File: config.mk
export PLATFORM = sky130hd
export DESIGN_NAME = int_value_cache_delta_predictor_flat
export DESIGN_NICKNAME = d
export VERILOG_FILES = /design/src/rtl/ivcdp_pkg.sv /design/src/rtl/ivcdp_if.sv /design/src/rtl/int_value_cache_delta_predictor.sv /design/src/rtl/ivcdp_predictor.sv /design/src/flat_wrapper.sv
export SDC_FILE = /design/constraint.sdc
export NUM_CORES = 1
export LEC_CHECK = 0
export BUFFER_PORTS_ARGS = -buffer_cell sky130_fd_sc_hd__buf_2
export CAP_MARGIN = 5
export CORE_MARGIN = 10
export CORE_UTILIZATION = 25
export CTS_CLUSTER_SIZE = 16
export DETAILED_ROUTE_END_ITERATION = 12
export PLACE_DENSITY = 0.43
export SKIP_LAST_GASP = 1
export SYNTH_ARGS = -nofsm -noshare
export SYNTH_HDL_FRONTEND = slang
export SYNTH_HIERARCHICAL = 1
export SYNTH_SLANG_ARGS = --single-unit
File: constraint.sdc
create_clock -name clk -period 5.5 [get_ports clk]
set_input_delay 1.65 -clock clk [delete_from_list [all_inputs] [get_ports clk]]
set_output_delay 1.65 -clock clk [all_outputs]
set_load 0.02 [all_outputs]
File: src/rtl/ivcdp_pkg.sv
// Shared types and constants for the integer value cache with delta prediction.
package ivcdp_pkg;

    // Fixed widths of the item fields.
    localparam int DATA_W  = 32;
    localparam int CMD_W   = 2;
    localparam int HIDX_W  = 4;
    localparam int SIZE_W  = 6;
    localparam int POS_W   = 6;
    localparam int CHG_W   = 5;
    localparam int PADDR_W = 3;

    // Reset value of the mask register and the floor of the block size.
    localparam logic [DATA_W-1:0] MASK_RESET     = 32'hFFFF_FFFF;
    localparam logic [SIZE_W-1:0] BLOCK_SIZE_MIN = 6'd2;

    // Register index of the value mask in the configuration space.
    localparam logic CFG_IDX_MASK = 1'b0;

    // Command codes; code 3 is unknown and changes nothing.
    typedef enum logic [CMD_W-1:0] {
        CMD_LOOKUP = 2'd0,
        CMD_INSERT = 2'd1,
        CMD_PUSH   = 2'd2
    } cmd_t;

    // Main sequencer states.
    typedef enum logic [2:0] {
        ST_IDLE,
        ST_SCAN,
        ST_OPEN,
        ST_SHIFT,
        ST_WRITE,
        ST_PREDICT,
        ST_FINISH
    } state_t;

    // Request to the block-size predictor.
    typedef struct packed {
        logic              start;
        logic [DATA_W-1:0] delta;
    } pred_req_t;

    // Response from the block-size predictor.
    typedef struct packed {
        logic              done;
        logic [SIZE_W-1:0] size;
    } pred_rsp_t;

endpackage

File: src/rtl/ivcdp_if.sv
// Valid/ready channel interfaces for command items and result items.
interface ivcdp_in_if;
    logic                          valid;
    logic                          ready;
    logic [ivcdp_pkg::CMD_W-1:0]   command;
    logic [ivcdp_pkg::DATA_W-1:0]  value;

    modport source (output valid, output command, output value, input ready);
    modport sink   (input valid, input command, input value, output ready);
endinterface

interface ivcdp_out_if;
    logic                          valid;
    logic                          ready;
    logic                          hit;
    logic [ivcdp_pkg::HIDX_W-1:0]  hit_index;
    logic [ivcdp_pkg::DATA_W-1:0]  value_out;
    logic                          same_diff;
    logic [ivcdp_pkg::SIZE_W-1:0]  block_size;

    modport source (output valid, output hit, output hit_index, output value_out,
                    output same_diff, output block_size, input ready);
    modport sink   (input valid, input hit, input hit_index, input value_out,
                    input same_diff, input block_size, output ready);
endinterface

File: src/rtl/int_value_cache_delta_predictor.sv
// Top level of the self-organizing integer value cache with delta and block-size prediction.
// One item is handled at a time; the cache lives in a single memory with one read and
// one write per cycle and a registered read, and everything goes through that port pair.
// A lookup scans one entry per cycle (up to the fill count), a hit moves the entry to half
// its index by shifting the entries in between one per cycle, and a miss, insert or push
// opens a slot by shifting the entries above it one per cycle. When the stored delta
// changes, the block-size predictor then walks the mask bits from bit 1 upward, one per
// cycle, for as long as they are set. A finished result waits in an
// output register, and the next item is taken meanwhile. No clearing pass follows reset:
// only filled entries are ever read.
module int_value_cache_delta_predictor #(
    parameter int CACHE_DEPTH = 16
) (
    input  logic                          clk,
    input  logic                          rst_n,
    ivcdp_in_if.sink                      in_ch,
    ivcdp_out_if.source                   out_ch,
    input  logic                          psel,
    input  logic                          penable,
    input  logic                          pwrite,
    input  logic [ivcdp_pkg::PADDR_W-1:0] paddr,
    input  logic [ivcdp_pkg::DATA_W-1:0]  pwdata,
    output logic [ivcdp_pkg::DATA_W-1:0]  prdata,
    output logic                          pready
);
    import ivcdp_pkg::*;

    localparam int IDX_W  = $clog2(CACHE_DEPTH);
    localparam int FILL_W = $clog2(CACHE_DEPTH + 1);

    // Sequencer and work registers.
    state_t            state_reg, state_next;
    cmd_t              cmd_reg, cmd_next;
    logic [DATA_W-1:0] val_reg, val_next;
    logic [IDX_W-1:0]  idx_reg, idx_next;
    logic [IDX_W-1:0]  lo_reg, lo_next;
    logic [DATA_W-1:0] wr_val_reg, wr_val_next;
    logic              pend_reg, pend_next;
    logic [DATA_W-1:0] pdelta_reg, pdelta_next;

    // Architectural state beside the memory.
    logic [FILL_W-1:0] fill_reg, fill_next;
    logic [DATA_W-1:0] li_reg, li_next;
    logic [DATA_W-1:0] ld_reg, ld_next;
    logic [DATA_W-1:0] mask_reg, mask_next;

    // Result under construction and the output register.
    logic              res_hit_reg, res_hit_next;
    logic [IDX_W-1:0]  res_idx_reg, res_idx_next;
    logic [DATA_W-1:0] res_vout_reg, res_vout_next;
    logic              res_same_reg, res_same_next;
    logic              out_valid_reg, out_valid_next;
    logic              out_hit_reg;
    logic [HIDX_W-1:0] out_idx_reg;
    logic [DATA_W-1:0] out_vout_reg;
    logic              out_same_reg;
    logic [SIZE_W-1:0] out_size_reg;

    // Memory port signals.
    logic [DATA_W-1:0] mem [CACHE_DEPTH];
    logic              rd_en;
    logic [IDX_W-1:0]  rd_addr;
    logic [DATA_W-1:0] rd_data;
    logic              we;
    logic [IDX_W-1:0]  wr_addr;
    logic [DATA_W-1:0] wr_data;

    // Shared helper signals.
    logic              in_fire;
    logic              load_out;
    logic              match;
    logic              scan_more;
    logic              shift_more;
    logic              full;
    logic [IDX_W-1:0]  open_at;
    logic [IDX_W-1:0]  open_top;
    logic [IDX_W-1:0]  shift_top;
    logic [IDX_W-1:0]  shift_lo;
    logic              shift_go;
    logic [DATA_W-1:0] miss_delta;
    logic [DATA_W-1:0] ins_value;
    logic              cfg_wr;
    pred_req_t         pred_req;
    pred_rsp_t         pred_rsp;

    assign in_fire    = in_ch.valid && in_ch.ready;
    assign load_out   = (state_reg == ST_FINISH) && (!out_valid_reg || out_ch.ready);
    assign match      = (rd_data == val_reg);
    assign scan_more  = (FILL_W'(idx_reg) + FILL_W'(1)) < fill_reg;
    assign shift_more = idx_reg > (lo_reg + IDX_W'(1));
    assign full       = fill_reg >= FILL_W'(CACHE_DEPTH);
    assign open_at    = (fill_reg <= FILL_W'(2)) ? IDX_W'(fill_reg) : IDX_W'(2);
    assign open_top   = full ? IDX_W'(CACHE_DEPTH - 1) : IDX_W'(fill_reg);
    assign miss_delta = (val_reg - li_reg) & mask_reg;
    assign ins_value  = (li_reg + val_reg) & mask_reg;

    // Range of the shift: a hit moves to half its index, other commands open a slot.
    always_comb
    begin
        if (state_reg == ST_SCAN)
        begin
            shift_top = idx_reg;
            shift_lo  = idx_reg >> 1;
        end
        else
        begin
            shift_top = open_top;
            shift_lo  = (cmd_reg == CMD_PUSH) ? '0 : open_at;
        end
    end
    assign shift_go = shift_top > shift_lo;

    // Next state.
    always_comb
    begin
        state_next = state_reg;
        unique case (state_reg)
            ST_IDLE:
            begin
                if (in_fire)
                begin
                    unique case (in_ch.command)
                        CMD_LOOKUP: state_next = (fill_reg == '0) ? ST_OPEN : ST_SCAN;
                        CMD_INSERT: state_next = ST_OPEN;
                        CMD_PUSH:   state_next = ST_OPEN;
                        default:    state_next = ST_FINISH;
                    endcase
                end
            end
            ST_SCAN:
            begin
                if (match)
                begin
                    state_next = shift_go ? ST_SHIFT : ST_WRITE;
                end
                else if (!scan_more)
                begin
                    state_next = ST_OPEN;
                end
            end
            ST_OPEN:    state_next = shift_go ? ST_SHIFT : ST_WRITE;
            ST_SHIFT:   state_next = shift_more ? ST_SHIFT : ST_WRITE;
            ST_WRITE:   state_next = pend_reg ? ST_PREDICT : ST_FINISH;
            ST_PREDICT: state_next = pred_rsp.done ? ST_FINISH : ST_PREDICT;
            ST_FINISH:  state_next = load_out ? ST_IDLE : ST_FINISH;
            default:    state_next = ST_IDLE;
        endcase
    end

    // Memory accesses, predictor start and handshake outputs.
    always_comb
    begin
        rd_en          = 1'b0;
        rd_addr        = '0;
        we             = 1'b0;
        wr_addr        = '0;
        wr_data        = wr_val_reg;
        pred_req.start = 1'b0;
        pred_req.delta = pdelta_reg;
        unique case (state_reg)
            ST_IDLE:
            begin
                rd_en   = in_fire && (in_ch.command == CMD_LOOKUP);
                rd_addr = '0;
            end
            ST_SCAN:
            begin
                if (match)
                begin
                    rd_en   = shift_go;
                    rd_addr = shift_top - IDX_W'(1);
                end
                else
                begin
                    rd_en   = scan_more;
                    rd_addr = idx_reg + IDX_W'(1);
                end
            end
            ST_OPEN:
            begin
                rd_en   = shift_go;
                rd_addr = shift_top - IDX_W'(1);
            end
            ST_SHIFT:
            begin
                we      = 1'b1;
                wr_addr = idx_reg;
                wr_data = rd_data;
                rd_en   = shift_more;
                rd_addr = idx_reg - IDX_W'(2);
            end
            ST_WRITE:
            begin
                we             = 1'b1;
                wr_addr        = lo_reg;
                pred_req.start = pend_reg;
            end
            ST_PREDICT, ST_FINISH:
            begin
                rd_en = 1'b0;
            end
            default:
            begin
                rd_en = 1'b0;
            end
        endcase
    end

    assign in_ch.ready = (state_reg == ST_IDLE);

    // Work register and cache state updates.
    always_comb
    begin
        cmd_next      = cmd_reg;
        val_next      = val_reg;
        idx_next      = idx_reg;
        lo_next       = lo_reg;
        wr_val_next   = wr_val_reg;
        pend_next     = pend_reg;
        pdelta_next   = pdelta_reg;
        fill_next     = fill_reg;
        li_next       = li_reg;
        ld_next       = ld_reg;
        res_hit_next  = res_hit_reg;
        res_idx_next  = res_idx_reg;
        res_vout_next = res_vout_reg;
        res_same_next = res_same_reg;
        unique case (state_reg)
            ST_IDLE:
            begin
                if (in_fire)
                begin
                    cmd_next      = cmd_t'(in_ch.command);
                    val_next      = in_ch.value;
                    idx_next      = '0;
                    pend_next     = 1'b0;
                    res_hit_next  = 1'b0;
                    res_idx_next  = '0;
                    res_vout_next = '0;
                    res_same_next = 1'b0;
                end
            end
            ST_SCAN:
            begin
                if (match)
                begin
                    res_hit_next  = 1'b1;
                    res_idx_next  = idx_reg;
                    res_vout_next = val_reg;
                    wr_val_next   = val_reg;
                    idx_next      = shift_top;
                    lo_next       = shift_lo;
                end
                else if (scan_more)
                begin
                    idx_next = idx_reg + IDX_W'(1);
                end
            end
            ST_OPEN:
            begin
                idx_next = shift_top;
                lo_next  = shift_lo;
                if (!full)
                begin
                    fill_next = fill_reg + FILL_W'(1);
                end
                unique case (cmd_reg)
                    CMD_LOOKUP:
                    begin
                        wr_val_next   = val_reg;
                        li_next       = val_reg & mask_reg;
                        res_vout_next = miss_delta;
                        res_same_next = (miss_delta == ld_reg);
                        if (miss_delta != ld_reg)
                        begin
                            ld_next     = miss_delta;
                            pdelta_next = miss_delta;
                            pend_next   = 1'b1;
                        end
                    end
                    CMD_INSERT:
                    begin
                        wr_val_next   = ins_value;
                        li_next       = ins_value;
                        res_vout_next = ins_value;
                        if (ld_reg != val_reg)
                        begin
                            ld_next     = val_reg;
                            pdelta_next = val_reg;
                            pend_next   = 1'b1;
                        end
                    end
                    default:
                    begin
                        wr_val_next   = val_reg & mask_reg;
                        res_vout_next = val_reg & mask_reg;
                    end
                endcase
            end
            ST_SHIFT:
            begin
                if (shift_more)
                begin
                    idx_next = idx_reg - IDX_W'(1);
                end
            end
            ST_WRITE:
            begin
                pend_next = 1'b0;
            end
            ST_PREDICT, ST_FINISH:
            begin
                pend_next = 1'b0;
            end
            default:
            begin
                pend_next = 1'b0;
            end
        endcase
    end

    // Output register: filled at the end of an item, emptied when taken.
    always_comb
    begin
        out_valid_next = out_valid_reg;
        if (load_out)
        begin
            out_valid_next = 1'b1;
        end
        else if (out_ch.ready)
        begin
            out_valid_next = 1'b0;
        end
    end

    // Configuration writes; the mask is the only register.
    assign cfg_wr    = psel && penable && pwrite && pready;
    assign mask_next = (cfg_wr && (paddr[2] == CFG_IDX_MASK)) ? pwdata : mask_reg;
    assign pready    = 1'b1;
    assign prdata    = (paddr[2] == CFG_IDX_MASK) ? mask_reg : '0;

    // Control state with reset.
    always_ff @(posedge clk or negedge rst_n)
    begin
        if (!rst_n)
        begin
            state_reg     <= ST_IDLE;
            pend_reg      <= 1'b0;
            fill_reg      <= '0;
            li_reg        <= '0;
            ld_reg        <= '0;
            mask_reg      <= MASK_RESET;
            out_valid_reg <= 1'b0;
        end
        else
        begin
            state_reg     <= state_next;
            pend_reg      <= pend_next;
            fill_reg      <= fill_next;
            li_reg        <= li_next;
            ld_reg        <= ld_next;
            mask_reg      <= mask_next;
            out_valid_reg <= out_valid_next;
        end
    end

    // Payload registers.
    always_ff @(posedge clk)
    begin
        cmd_reg      <= cmd_next;
        val_reg      <= val_next;
        idx_reg      <= idx_next;
        lo_reg       <= lo_next;
        wr_val_reg   <= wr_val_next;
        pdelta_reg   <= pdelta_next;
        res_hit_reg  <= res_hit_next;
        res_idx_reg  <= res_idx_next;
        res_vout_reg <= res_vout_next;
        res_same_reg <= res_same_next;
        if (load_out)
        begin
            out_hit_reg  <= res_hit_reg;
            out_idx_reg  <= HIDX_W'(res_idx_reg);
            out_vout_reg <= res_vout_reg;
            out_same_reg <= res_same_reg;
            out_size_reg <= pred_rsp.size;
        end
    end

    // Cache memory with one write port and one registered read port.
    always_ff @(posedge clk)
    begin
        if (we)
        begin
            mem[wr_addr] <= wr_data;
        end
    end

    always_ff @(posedge clk)
    begin
        if (rd_en)
        begin
            rd_data <= mem[rd_addr];
        end
    end

    // Block-size predictor.
    ivcdp_predictor u_predictor (
        .clk   (clk),
        .rst_n (rst_n),
        .mask  (mask_reg),
        .req   (pred_req),
        .rsp   (pred_rsp)
    );

    assign out_ch.valid      = out_valid_reg;
    assign out_ch.hit        = out_hit_reg;
    assign out_ch.hit_index  = out_idx_reg;
    assign out_ch.value_out  = out_vout_reg;
    assign out_ch.same_diff  = out_same_reg;
    assign out_ch.block_size = out_size_reg;

    // The fill count never passes the depth.
    assert property (@(posedge clk) disable iff (!rst_n)
        fill_reg <= FILL_W'(CACHE_DEPTH))
        else $error("fill count exceeds cache depth");

    // Every memory write lands inside the filled region.
    assert property (@(posedge clk) disable iff (!rst_n)
        we |-> (FILL_W'(wr_addr) < fill_reg))
        else $error("memory write beyond fill count");

    // A result appears only after an item has finished.
    assert property (@(posedge clk) disable iff (!rst_n)
        $rose(out_valid_reg) |-> $past(state_reg == ST_FINISH))
        else $error("result presented without a finished item");

    // The predictor only finishes while the sequencer waits for it.
    assert property (@(posedge clk) disable iff (!rst_n)
        pred_rsp.done |-> (state_reg == ST_PREDICT))
        else $error("prediction finished outside the predict phase");

endmodule

File: src/rtl/ivcdp_predictor.sv
// Serial block-size predictor that walks the bit transitions of a delta.
module ivcdp_predictor (
    input  logic                          clk,
    input  logic                          rst_n,
    input  logic [ivcdp_pkg::DATA_W-1:0]  mask,
    input  ivcdp_pkg::pred_req_t          req,
    output ivcdp_pkg::pred_rsp_t          rsp
);
    import ivcdp_pkg::*;

    logic              busy_reg, busy_next;
    logic [POS_W-1:0]  pos_reg, pos_next;
    logic              prev_reg, prev_next;
    logic [CHG_W-1:0]  change_reg, change_next;
    logic [DATA_W-1:0] delta_reg, delta_next;
    logic [SIZE_W-1:0] size_reg, size_next;
    logic              step_ok;
    logic              cur_bit;
    logic              done;

    // A bit is visited while it lies inside the word and its mask bit is set.
    assign step_ok = !pos_reg[POS_W-1] && mask[pos_reg[CHG_W-1:0]];
    assign cur_bit = delta_reg[pos_reg[CHG_W-1:0]];
    assign done    = busy_reg && !step_ok;

    // One mask bit per cycle; the size is latched when the walk ends.
    always_comb
    begin
        busy_next   = busy_reg;
        pos_next    = pos_reg;
        prev_next   = prev_reg;
        change_next = change_reg;
        delta_next  = delta_reg;
        size_next   = size_reg;
        if (req.start)
        begin
            busy_next   = 1'b1;
            pos_next    = POS_W'(1);
            prev_next   = req.delta[0];
            change_next = '0;
            delta_next  = req.delta;
        end
        else if (done)
        begin
            busy_next = 1'b0;
            if (change_reg == '0)
            begin
                size_next = BLOCK_SIZE_MIN;
            end
            else
            begin
                size_next = SIZE_W'(change_reg) + SIZE_W'(1);
            end
        end
        else if (busy_reg)
        begin
            if (cur_bit != prev_reg)
            begin
                change_next = pos_reg[CHG_W-1:0];
                prev_next   = cur_bit;
            end
            pos_next = pos_reg + POS_W'(1);
        end
    end

    // Control state and the prediction itself reset; the walk registers do not.
    always_ff @(posedge clk or negedge rst_n)
    begin
        if (!rst_n)
        begin
            busy_reg <= 1'b0;
            size_reg <= '0;
        end
        else
        begin
            busy_reg <= busy_next;
            size_reg <= size_next;
        end
    end

    always_ff @(posedge clk)
    begin
        pos_reg    <= pos_next;
        prev_reg   <= prev_next;
        change_reg <= change_next;
        delta_reg  <= delta_next;
    end

    assign rsp.done = done;
    assign rsp.size = size_reg;

endmodule
File: src/flat_wrapper.sv
// flat-port wrapper written by rule: the top's interface ports become plain ports
module int_value_cache_delta_predictor_flat import ivcdp_pkg::*;
#(
    parameter int CACHE_DEPTH = 16
)
  (clk, rst_n, psel, penable, pwrite, paddr, pwdata, prdata, pready, in_ch_valid, in_ch_command, in_ch_value, in_ch_ready, out_ch_valid, out_ch_hit, out_ch_hit_index, out_ch_value_out, out_ch_same_diff, out_ch_block_size, out_ch_ready);
  ivcdp_in_if in_ch_i ();
  ivcdp_out_if out_ch_i ();
  input  logic clk;
  input  logic rst_n;
  input  logic psel;
  input  logic penable;
  input  logic pwrite;
  input  logic [ivcdp_pkg::PADDR_W-1:0] paddr;
  input  logic [ivcdp_pkg::DATA_W-1:0] pwdata;
  output logic [ivcdp_pkg::DATA_W-1:0] prdata;
  output logic pready;
  input wire logic [$bits(in_ch_i.valid)-1:0] in_ch_valid;
  input wire logic [$bits(in_ch_i.command)-1:0] in_ch_command;
  input wire logic [$bits(in_ch_i.value)-1:0] in_ch_value;
  output wire logic [$bits(in_ch_i.ready)-1:0] in_ch_ready;
  output wire logic [$bits(out_ch_i.valid)-1:0] out_ch_valid;
  output wire logic [$bits(out_ch_i.hit)-1:0] out_ch_hit;
  output wire logic [$bits(out_ch_i.hit_index)-1:0] out_ch_hit_index;
  output wire logic [$bits(out_ch_i.value_out)-1:0] out_ch_value_out;
  output wire logic [$bits(out_ch_i.same_diff)-1:0] out_ch_same_diff;
  output wire logic [$bits(out_ch_i.block_size)-1:0] out_ch_block_size;
  input wire logic [$bits(out_ch_i.ready)-1:0] out_ch_ready;
  assign in_ch_i.valid = in_ch_valid;
  assign in_ch_i.command = in_ch_command;
  assign in_ch_i.value = in_ch_value;
  assign in_ch_ready = in_ch_i.ready;
  assign out_ch_valid = out_ch_i.valid;
  assign out_ch_hit = out_ch_i.hit;
  assign out_ch_hit_index = out_ch_i.hit_index;
  assign out_ch_value_out = out_ch_i.value_out;
  assign out_ch_same_diff = out_ch_i.same_diff;
  assign out_ch_block_size = out_ch_i.block_size;
  assign out_ch_i.ready = out_ch_ready;
  int_value_cache_delta_predictor #(.CACHE_DEPTH(CACHE_DEPTH)) u_core (.clk(clk), .rst_n(rst_n), .in_ch(in_ch_i), .out_ch(out_ch_i), .psel(psel), .penable(penable), .pwrite(pwrite), .paddr(paddr), .pwdata(pwdata), .prdata(prdata), .pready(pready));
endmodule
; Yosys cells after proc, flatten, opt, wreduce, memory -nomap -nowiden
; Memories as Yosys holds them, arrays and structs flattened. A register that Yosys moved wholly into a read port is not among the register bits.
; Index checks and enable logic that the tools add are counted.
[totals]
memories = 1
romBits = 0
latchBits = 0
ram_bits = 512
input_bits = 76
register_bits = 345
[memory_table]
columns = memory, depth, width, rd, rd_ports_with_merged_regs, write_ports, line
row1 = u_core.mem, 16, 32, 1, 1, 1, int_value_cache_delta_predictor.sv:60  ; logic [DATA_W-1:0] mem [CACHE_DEPTH];
[op_classes]
n_bitwise = 8
n_shift = 0
div_mod_pow = 0
magnitude_cmp = 6
n_eq_ne = 27
mux = 68
reduce_logical = 45
mul = 0
add_sub_neg = 11
[op_table]
columns = operator, count
row1 = $pmux 32 s2, 5
row2 = $mux 32, 6
row3 = $and 32x32->32, 3
row4 = $pmux 32 s3, 1
row5 = $eq 32x32->1, 2
row6 = $ne 32x32->1, 2
row7 = $mux 4, 12
row8 = $add 32x32->32, 1
row9 = $sub 32x32->32, 1
row10 = $pmux 4 s2, 3
row11 = $pmux 3 s7, 1
row12 = $mux 1, 20
row13 = $mux 3, 6
row14 = $pmux 4 s4, 1
row15 = $reduce_bool 2->1, 8
row16 = $reduce_and 3->1, 5
row17 = $reduce_and 2->1, 7
row18 = $ne 3x2->1 const B, 4
row19 = $pmux 4 s3, 1
row20 = $bmux 1 s5, 2
row21 = $logic_not 5->1, 2
row22 = $ne 2x1->1 const B, 5
row23 = $eq 3x3->1 const B, 3
row24 = $add 4x1->4 const B, 2
row25 = 35 further kinds, 62

; Longest topological paths before layout
[depth]
word_depth = 8
depth_mapped = 16

; By module
; The synthesis kept the hierarchy.
[by_module_without_submodules]
columns = mod, area_each_um2, cells_per_inst, instances
row1 = int_value_cache_delta_predictor, 40637.7, 3534, 1
row2 = ivcdp_predictor, 2721.4, 212, 1

; Least setup slack after synthesis
; Ideal clock, no wire load.
[synth_path]
kind = input to register
from = input out_ch_ready
to = register u_core.out_size_reg[0] (netlist: u_core/out_ch.block_size[0]), enable pin
path_buffers = 0
path_stages = 2
arrival_ps = 3780
setup_ps = 450
path_slack_ps = 1270
path_cell_list = nand2b_1 > nor2b_1
[synth_between]
elab_chain_len = 2
[synth_rtl]
columns = item, line
row1 = start: declaration, flat_wrapper.sv:28  ; input wire logic [$bits(out_ch_i.ready)-1:0] out_ch_ready;
row2 = $logic_or 1x1->1, int_value_cache_delta_predictor.sv:87  ; assign load_out = (state_reg == ST_FINISH) && (!out_valid_reg || out_ch.ready);
row3 = $logic_and 1x1->1, int_value_cache_delta_predictor.sv:87
row4 = via u_core.load_out, int_value_cache_delta_predictor.sv:70  ; logic load_out;
row5 = end signal: assignment, int_value_cache_delta_predictor.sv:386  ; out_size_reg <= pred_rsp.size;
row6 = end: declaration, int_value_cache_delta_predictor.sv:57  ; logic [SIZE_W-1:0] out_size_reg;
; The timed path passes the listed nets, and every way through them passes these cells.
; A chain may end at the register's enable or synchronous reset.

; Worst setup path in the final report
[layout_path]
from = register u_core.val_reg[0]
to = register u_core.ld_reg[0]
[layout_between]
elab_chain_len = 5
[layout_rtl]
columns = item, line
row1 = start: declaration, int_value_cache_delta_predictor.sv:34  ; logic [DATA_W-1:0] val_reg, val_next;
row2 = start signal: assignment, int_value_cache_delta_predictor.sv:371  ; val_reg <= val_next;
row3 = $sub 32x32->32, int_value_cache_delta_predictor.sv:94  ; assign miss_delta = (val_reg - li_reg) & mask_reg;
row4 = $and 32x32->32, int_value_cache_delta_predictor.sv:94
row5 = $ne 32x32->1, int_value_cache_delta_predictor.sv:274  ; if (miss_delta != ld_reg)
row6 = $ne 2x1->1 (no line), -
row7 = $reduce_and 4->1 (no line), -
row8 = end signal: assignment, int_value_cache_delta_predictor.sv:361  ; ld_reg <= ld_next;
row9 = end: declaration, int_value_cache_delta_predictor.sv:44  ; logic [DATA_W-1:0] ld_reg, ld_next;
; Several ways; a longest one is shown, not always the timed one. The select of a mux whose other input is x is not followed.

==> impl_metrics.py <==
metrics = {
    "worst_setup_path": {
        "reg2reg_depth": 17,
        "path_class": "flip-flop to flip-flop",
        "cp_slowest_cell": "a21oi_4",
        "crit_path_cell_trace": "inv_1 -> ha_1 -> inv_1 -> fa_1 -> a21o_1 -> a22o_1 -> o311a_1 -> nor2_1 -> o21ai_0 -> buf_4 -> nor4b_1 -> nor2_1 -> nand4_1 -> nor4_2 -> a21oi_4 -> buf_12 -> mux2_2",
        "critPathRequiredTime_ns": 6.08,
        "crit_path_start_kind": "flip-flop",
        "path_max_fanout": 24,
        "arrival_ns": 5.57,
        "critPathMaxStageDelay_ns": 0.51,
        "cp-end-kind": "flip-flop",
    },
    "grt": {
        "antenna_found_initial": 5,
        "grtUsageMet3_pct": 2.153,
        "grt_max_degree": 102,
        "grt_pass1_wl_um": 221700,
        "grt_use_met1_pct": 20.71,
        "grtUsageMet2_pct": 25.99,
        "busiest_layer": "met2",
        "grt_overflow": 0,
        "grt_pass1_vias": 30016,
        "grt_use_total_pct": 15.67,
    },
    "power_and_ir_drop": {
        "switching_share_pct": 42.20,
        "p_leak_nw": 18.02,
        "power.density_nw_per_um2": 608.1,
        "irDropWorstVdd_v": 0.0003165,
        "pwr-share-clk_pct": 22.8,
        "comb_power_share_pct": 43.6,
        "p_int_w": 0.01793,
        "p_switching_w": 0.01309,
        "pwr-share-seq_pct": 33.6,
    },
    "sta": {
        "slew_viol_final": 0,
        "fmax_mhz": 200.4,
        "worst_pin_slew_ns": 1.021,
        "skew_ns": 0.06694,
        "slew_headroom_pct": 31.43,
        "fin_setup_tns_ns": 0,
        "period_needed_ns": 4.989,
        "finalCritPeriodShare_pct": 90.71,
        "final_hold_viol_count": 0,
        "final-setup-viol-count": 0,
        "rsz0062_at_grt": "false",
    },
    "cells_and_area": {
        "fillers": 17594,
        "largest_reg_flops": 512,
        "areaGrowthSynthToFinish_pct": 17.67,
        "multi_input_area_um2": 16000,
        "instances_no_fill": 6298,
        "drive_gt1_share_pct": 15.76,
        "regArea_um2": 26060,
        "fin_area_um2": 51020,
        "regMostFlops": "u_core/mem",
        "nNetsFinal": 4067,
    },
    "cts": {
        "clk_path_buf_depth": 3,
        "cts_tree": "yes",
        "cts_hold_buf": 0,
        "ctsRootBufferMaster": "clkbuf_16",
        "clock_sinks": 889,
        "path_clk_slew_ns": 0.06,
        "cts_setup_buffers": 0,
        "clock_latency_ns": 0.76,
        "htree_levels": 3,
        "cts_resized": 0,
        "cts_made_buffers": 103,
    },
    "floorplanning": {
        "core-area_um2": 172100,
        "rows": 152,
        "die_h_um": 436.5,
        "die-width_um": 436.5,
        "ios": 155,
        "start_util_pct": 25.19,
        "dieArea_um2": 190500,
    },
    "placed_design": {
        "dp_hpwl_um": 108100,
        "placed_cells_incl_taps": 6105,
        "io_buffer_count": 151,
        "gp_congestion": 0.9440,
        "dpl_cell_area_um2": 47510,
    },
    "route": {
        "routed_wl_um": 154700,
        "first_pass_iters": 9,
        "routedWlPerCell_um": 24.56,
        "drc_errors": 0,
        "num_vias": 30897,
        "ant_nets": 0,
        "viasPerCell": 4.906,
        "drtIter0Drc": 2625,
    },
    "logic_synthesis": {
        "ys_top_cells_by_count": "edfxtp_1, nand2_1, clkbuf_1, a21oi_1, a211oi_1",
        "yosysMostFrequentCell": "edfxtp_1",
        "synth_area_um2": 43360,
        "synth_cell_types": 103,
        "synthArstFlopShare_pct": 12.71,
        "synth_edf_count": 765,
        "yosysWarnings": 6,
        "synthFlopType": "edfxtp_1",
        "seq_area_frac_synth_pct": 60.10,
        "ys_seq_elements": 889,
        "syn_area_per_cell_um2": 11.57,
        "syn_inst": 3746,
        "synth_area_leaders": "edfxtp_1, nand2_1, dfrtp_1",
        "yosysTopAreaCellShare_pct": 52.98,
        "synth_area_leader_cell": "edfxtp_1",
    },
    "job": {
        "cap_violations": 0,
    },
    "min_path": {
        "hold_class": "flip-flop to flip-flop",
        "hold_path_depth": 0,
    },
    "status": {
        "outcome": "finished clean",
    },
}
[final cells by class]
class | count | area share [%]
Antenna cell | 4 | 0.01962
Clock buffer | 129 | 5.388
Clock inverter | 60 | 1.469
Inverter | 126 | 0.9270
Multi-Input combinational cell | 2480 | 31.35
Sequential cell | 889 | 51.08
Tap cell | 2310 | 5.665
Timing Repair Buffer | 300 | 4.103
[worst paths after layout]
check | endpoint | startpoint | slack, ns
max in group asynchronous | u_core/ld_reg[1]$_DFFE_PN0P_ | rst_n | 3.61
min in group asynchronous | u_core/li_reg[27]$_DFFE_PN0P_ | rst_n | 0.93
max | u_core/ld_reg[0]$_DFFE_PN0P_ | u_core/val_reg[0]$_DFFE_PP_ | 0.51
max reg2reg | u_core/ld_reg[0]$_DFFE_PN0P_ | u_core/val_reg[0]$_DFFE_PP_ | 0.51
min | u_core/out_ch.hit$_DFFE_PP_ | u_core/res_hit_reg$_DFFE_PP_ | 0.40
min reg2reg | u_core/out_ch.hit$_DFFE_PP_ | u_core/res_hit_reg$_DFFE_PP_ | 0.40
[layout by cell type, fill, tap and decap left out, types with 28 or more instances in the layout]
cell type,n
mux2_4,28
dfrtp_1,81
nand3_1,61
and2_1,149
a211oi_1,172
dfstp_2,32
o22ai_1,34
clkbuf_16,106
xor2_1,81
mux2_2,50
a21oi_1,198
edfxtp_1,765
ha_1,89
a311oi_1,66
nor3_1,41
nor2_1,133
inv_1,123
nand2_1,588
nand4_1,39
nor4_1,35
nor2b_1,51
buf_2,150
xnor2_1,61
a31oi_1,91
o21ai_0,122
buf_4,132
[worst max-delay path, delay by kind of cell, from the launching register on]
family | cells | cell delay (ns)
simple gates | 5 | 1.10
compound gates | 5 | 1.64
mux | 1 | 0.35
buf+inv | 4 | 0.72
fa+ha+maj | 2 | 0.59
flops | 1 | 0.38
[routing by layer]
metal,part of all wire (%),vias up
met5,0,-
li1,-,14266
met1,44,15504
met3,4.7,235
met4,3.8,0
met2,48,892
[power groups by stage]
stage	logic (W)	registers, W	clock network (W)
6_report	0.0135	0.0104	0.00707
5_1_grt	0.0147	0.0105	0.00753
4_1_cts	0.0135	0.0104	0.00729
3_5_place_dp	0.0135	0.0105	0
3_3_place_gp	0.0135	0.0105	0
2_1_floorplan	0.00853	0.0101	0
[logic make-up after synthesis]
logic type	share of synthesized area, %
and+or+nand+nor	13.61
AOI/OAI and AO/OA	13.89
DFF	60.10
buffers and inverters	3.469
xor gates and xnor gates	2.868
muxes	3.382
adders and majority gates	2.661
other	0.01732
[through the flow]
step	power (W)	utilization, %	hold WS (ns)	worst slack [ns]
floorplan	0.01859	-	0.4003	1.270
finish	0.03102	29.64	0.4047	0.5107
detailed placement	0.02402	27.60	0.4045	0.5686
CTS	0.03125	29.64	0.4123	0.4930
global placement	0.02405	27.60	0.4019	0.5620
global route	0.03278	29.64	0.4205	0.2811
No activity file was read; power rests on OpenSTA's default activity.
